`config.mk`:
```
export PLATFORM = sky130hd
export DESIGN_NAME = mbsa_addr_gen
export DESIGN_NICKNAME = d
export VERILOG_FILES = /design/src/rtl/core/mbsa_pkg.sv /design/src/rtl/core/mbsa_addr_gen.sv
export SDC_FILE = /design/constraint.sdc
export NUM_CORES = 1
export LEC_CHECK = 0
export BUFFER_PORTS_ARGS = -buffer_cell sky130_fd_sc_hd__clkbuf_2
export CAP_MARGIN = 10
export CORE_MARGIN = 4
export CORE_UTILIZATION = 68
export CTS_CLUSTER_DIAMETER = 30
export CTS_CLUSTER_SIZE = 20
export DETAILED_ROUTE_END_ITERATION = 12
export PLACE_DENSITY = 0.92
export RECOVER_POWER = 100
export SETUP_SLACK_MARGIN = 0.3
export SYNTH_ARGS = -nofsm -noshare
export SYNTH_HDL_FRONTEND = slang
export SYNTH_SLANG_ARGS = --single-unit
```
`constraint.sdc`:
```
create_clock -name clk_i -period 9.6 [get_ports clk_i]
set_input_delay 0.96 -clock clk_i [delete_from_list [all_inputs] [get_ports clk_i]]
set_output_delay 0.96 -clock clk_i [all_outputs]
set_load 0.005 [all_outputs]
```
`src/rtl/core/mbsa_pkg.sv`:
```
// mbsa_pkg: shared types, widths and codes for the max-pool backward scatter block
// no dependencies; imported by every module of the block
`default_nettype none

package mbsa_pkg;

  // store geometry
  localparam int unsigned STORE_DEPTH = 4096;
  localparam int unsigned ADDR_W      = $clog2(STORE_DEPTH);

  // field widths
  localparam int unsigned GRAD_W  = 16;
  localparam int unsigned VALUE_W = 32;
  localparam int unsigned POS_W   = 12;
  localparam int unsigned PLANE_W = 12;
  localparam int unsigned PSIZE_W = 13;
  localparam int unsigned PROD_W  = PLANE_W + PSIZE_W;
  localparam int unsigned SUM_W   = PROD_W + 1;

  localparam logic [PSIZE_W-1:0] PSIZE_RESET = PSIZE_W'(4096);

  // action codes, code 3 acts as read then clear
  typedef enum logic [1:0] {
    ACT_ACCUM      = 2'd0,
    ACT_READ       = 2'd1,
    ACT_READ_CLEAR = 2'd2
  } action_e;

  // result status codes
  typedef enum logic [1:0] {
    STAT_OK    = 2'd0,
    STAT_RANGE = 2'd1,
    STAT_SAT   = 2'd2
  } status_e;

  // resolved store address from the address generator
  typedef struct packed {
    logic              in_range;
    logic [ADDR_W-1:0] addr;
  } addr_info_t;

endpackage

`default_nettype wire

```
`src/rtl/core/mbsa_addr_gen.sv`:
```
// mbsa_addr_gen: plane base multiply and range check, two register stages
// depends on mbsa_pkg for widths and the addr_info_t struct
`default_nettype none

module mbsa_addr_gen
  import mbsa_pkg::*;
(
  input  wire logic               clk_i,
  input  wire logic               load_i,
  input  wire logic [POS_W-1:0]   position_i,
  input  wire logic [PLANE_W-1:0] plane_i,
  input  wire logic [PSIZE_W-1:0] plane_size_i,
  output addr_info_t              info_o
);

  logic [POS_W-1:0]   pos_a_q;
  logic [PLANE_W-1:0] plane_a_q;
  logic [PSIZE_W-1:0] psize_a_q;
  logic [PROD_W-1:0]  prod_b_q;
  logic [POS_W-1:0]   pos_b_q;
  logic               pos_ok_b_q;
  logic [SUM_W-1:0]   addr_sum;

  // capture the transaction fields and the plane size in use
  always_ff @(posedge clk_i) begin
    if (load_i) begin
      pos_a_q   <= position_i;
      plane_a_q <= plane_i;
      psize_a_q <= plane_size_i;
    end
  end

  // plane base multiply and in-plane check
  always_ff @(posedge clk_i) begin
    prod_b_q   <= PROD_W'(plane_a_q) * PROD_W'(psize_a_q);
    pos_b_q    <= pos_a_q;
    pos_ok_b_q <= PSIZE_W'(pos_a_q) < psize_a_q;
  end

  // final address and store bound check
  assign addr_sum         = SUM_W'(prod_b_q) + SUM_W'(pos_b_q);
  assign info_o.in_range  = pos_ok_b_q && (addr_sum < SUM_W'(STORE_DEPTH));
  assign info_o.addr      = addr_sum[ADDR_W-1:0];

endmodule

`default_nettype wire

```
==> results.cfg <==
[outcome]
status = finished, violations left
violations = max-capacitance violations, max-slew violations

[setup_path]
cp_cell_sequence = and2_0, fa_1, inv_1, fa_1, inv_1, fa_1, fa_1, inv_1, fa_1, inv_1, ha_1, a21oi_1, nand2_1, o41a_1, a41oi_1, a21oi_1, a221oi_1, xnor2_1
cp_slowest_cell = edfxtp_1
criticalPathCategory = reg -> reg
required_ps = 9870
worstSetupEndpointType = register
cpLargestDelayFamily = adder cells
critPathArrivalTime_ps = 6190
crit_buf_inv = 4
critPathMaxStageDelay_ps = 580
crit_path_start_kind = register
cp_max_fo = 13
cp_common_cell = fa_1

[grt]
grt_pass1_wl_mm = 29.44
grt_pass1_vias = 6304
grt_max_degree = 38
grt_usage_pct = 27.93
overflow = 0
antenna_found_initial = 0

[die]
die_y_um = 117.0
rows = 39
dieArea_um2 = 13680
start_util_pct = 70.12
core_area_um2 = 11520
io_pins = 52
die_w_um = 117.0

[detailed_routing]
ant_nets = 0
vias_per_cell = 5.783
vias = 6032
top_layer_used = met4
met1_length_mm = 7.070
met3_length_mm = 1.388
wl_per_cell_um = 17.18
met2WireLength_mm = 8.843
drtIter0Drc = 570
wl_mm = 17.92
drc = 0
first_pass_iters = 5

[clock_tree]
clk_pin_slew_ps = 70
clk_path_buf_depth = 2
cts_tree = yes
post_cts_buffers = 0
cts_htree_levels = 3
cts_num_sinks = 75
cts_resized = 0
cts-root-buf = clkbuf_16
hold_buffers = 0
cts_inserted_buffers = 9
insertion_delay_ps = 350

[logic_synthesis]
synth.most_common_cell = inv_1
syn_area_per_cell_um2 = 9.401
yosys.area.top_type = fa_1
postSynth.asyncResetShare_pct = 0
syn-cell-area_um2 = 8075
synthAdderAreaFrac_pct = 40.84
synth_nets = 1095
yosys_warnings = 0
synth_area_leaders = fa_1, edfxtp_1, ha_1
synth_cells = 859
synth-xor-area-share_pct = 2.820
ys.flop_type = dfxtp_1
yosysSeqAreaShare_pct = 23.18
synth-seq-cells = 75
synthTopCellsByCount = inv_1, nand2_1, fa_1
synth.distinct_cells = 55
netlist.area_leader.share_pct = 27.52
synth-simple-area-share_pct = 14.67
synth.area.mux_share_pct = 0.2634
synth_top_family_by_area = adder cells
synth_edf_count = 37
synth_compound_area_share_pct = 8.320

[final_layout]
ff_latch_area_um2 = 1872
drive_gt1_share_pct = 7.556
n_antenna_cell = 0
num-fill-cells = 714
multi_input_area_um2 = 5385
syn2layout_area_growth_pct = 7.499
final_nets = 1131
post-route-util_pct = 75.38

[flow_run]
maxCapViolations = 1

[timing]
slew_violations = 38
max_slew.worst_pin.slew_ps = 2181
fin_tns_setup_ps = 0
fin_crit_sh_pct = 61.64
setup_viol_count_final = 0
slew_headroom_pct = -45.42
fmax_mhz = 169.0
worst_clock_skew_ps = 9.943
rsz0062_at_grt = false
hold_viol = 0
min_period_ps = 5918

[placement]
portBuffers = 51
finalWeightedCongestion = 0.9525
dp_hpwl_mm = 13.60

[pwr]
peakVddDrop_mv = 0.2433
power-per-cell-area_nw_per_um2 = 380.5
cellLeakagePower_uw = 0.004384

[hold_path]
hp-class = reg -> reg
-- layout make-up --
| cell class | instances | area share, % |
|---|---|---|
| multi-input cells | 571 | 62.04 |
| well taps | 143 | 2.061 |
| repair buffers | 51 | 2.811 |
| clock buffers | 10 | 2.753 |
| flip-flops and latches | 75 | 21.56 |
| inverters | 187 | 8.086 |
| clock inverters | 6 | 0.6918 |
-- final timing paths --
kind | end | cells past startpoint | startpoint | slack [ps]
worst max-delay path | prod_b_q[23] | 18 | psize_a_q[3] | 3680
worst min-delay path | pos_b_q[0] | 0 | pos_a_q[0] | 370
worst max register to register | prod_b_q[23] | 18 | psize_a_q[3] | 3680
worst min register to register | pos_b_q[0] | 0 | pos_a_q[0] | 370
-- power by group --
part | internal (µW) | switching, µW
Sequential | 443 | 75.3
Combinational | 1060 | 1370
Clock | 208 | 138
-- logic make-up (layout without fill, tap and decap cells) --
logic type      count (synthesis)  after routing
flops                          75             75
mux                             2              2
compound gates                100            100
simple gates                  246            246
fa+ha+maj                     197            197
buf+inv                       213            254
xor+xnor                       26             26
-- state kept, by name, summed over array words and instances, names as in the netlist --
signal and cells:
plane_a_q 12, pos_ok_b_q 1, prod_b_q 25, psize_a_q 13, pos_b_q 12, pos_a_q 12
-- through the flow --
stage / hold slack [ps] / total power [µW] / worst slack, ps / area (µm²) / cells
6_report: 369.5 / 3303 / 3682 / 8681 / 1043
5_1_grt: 370.1 / 3665 / 3358 / 8681 / 1043
4_1_cts: 368.9 / 3312 / 3800 / 8711 / 1043
3_5_place_dp: 355.1 / 2918 / 3861 / 8412 / 1027
3_3_place_gp: 347.1 / 2806 / 3995 / 8412 / 1027
2_1_floorplan: 338.8 / 2396 / 4236 / 8075 / 859
-- layout by cell type (no fill, tap or decap), types with 8 or more instances in the layout --
cell and instances:
a21oi_1 28, and2_1 58, and3_1 8, clkbuf_1 9
clkbuf_16 9, clkbuf_2 42, dfxtp_1 38, edfxtp_1 37
fa_1 111, ha_1 86, inv_1 187, nand2_1 119
nand3_1 10, nor2_1 23, o21ai_0 21, xnor2_1 22
-- routing by layer --
layer,vias to the layer above,global-route usage [%]
met3,66,6.221
met5,-,0
met2,312,47.25
met1,2895,35.03
li1,2759,-
met4,0,11.24
(Power assumes the default switching activity.)
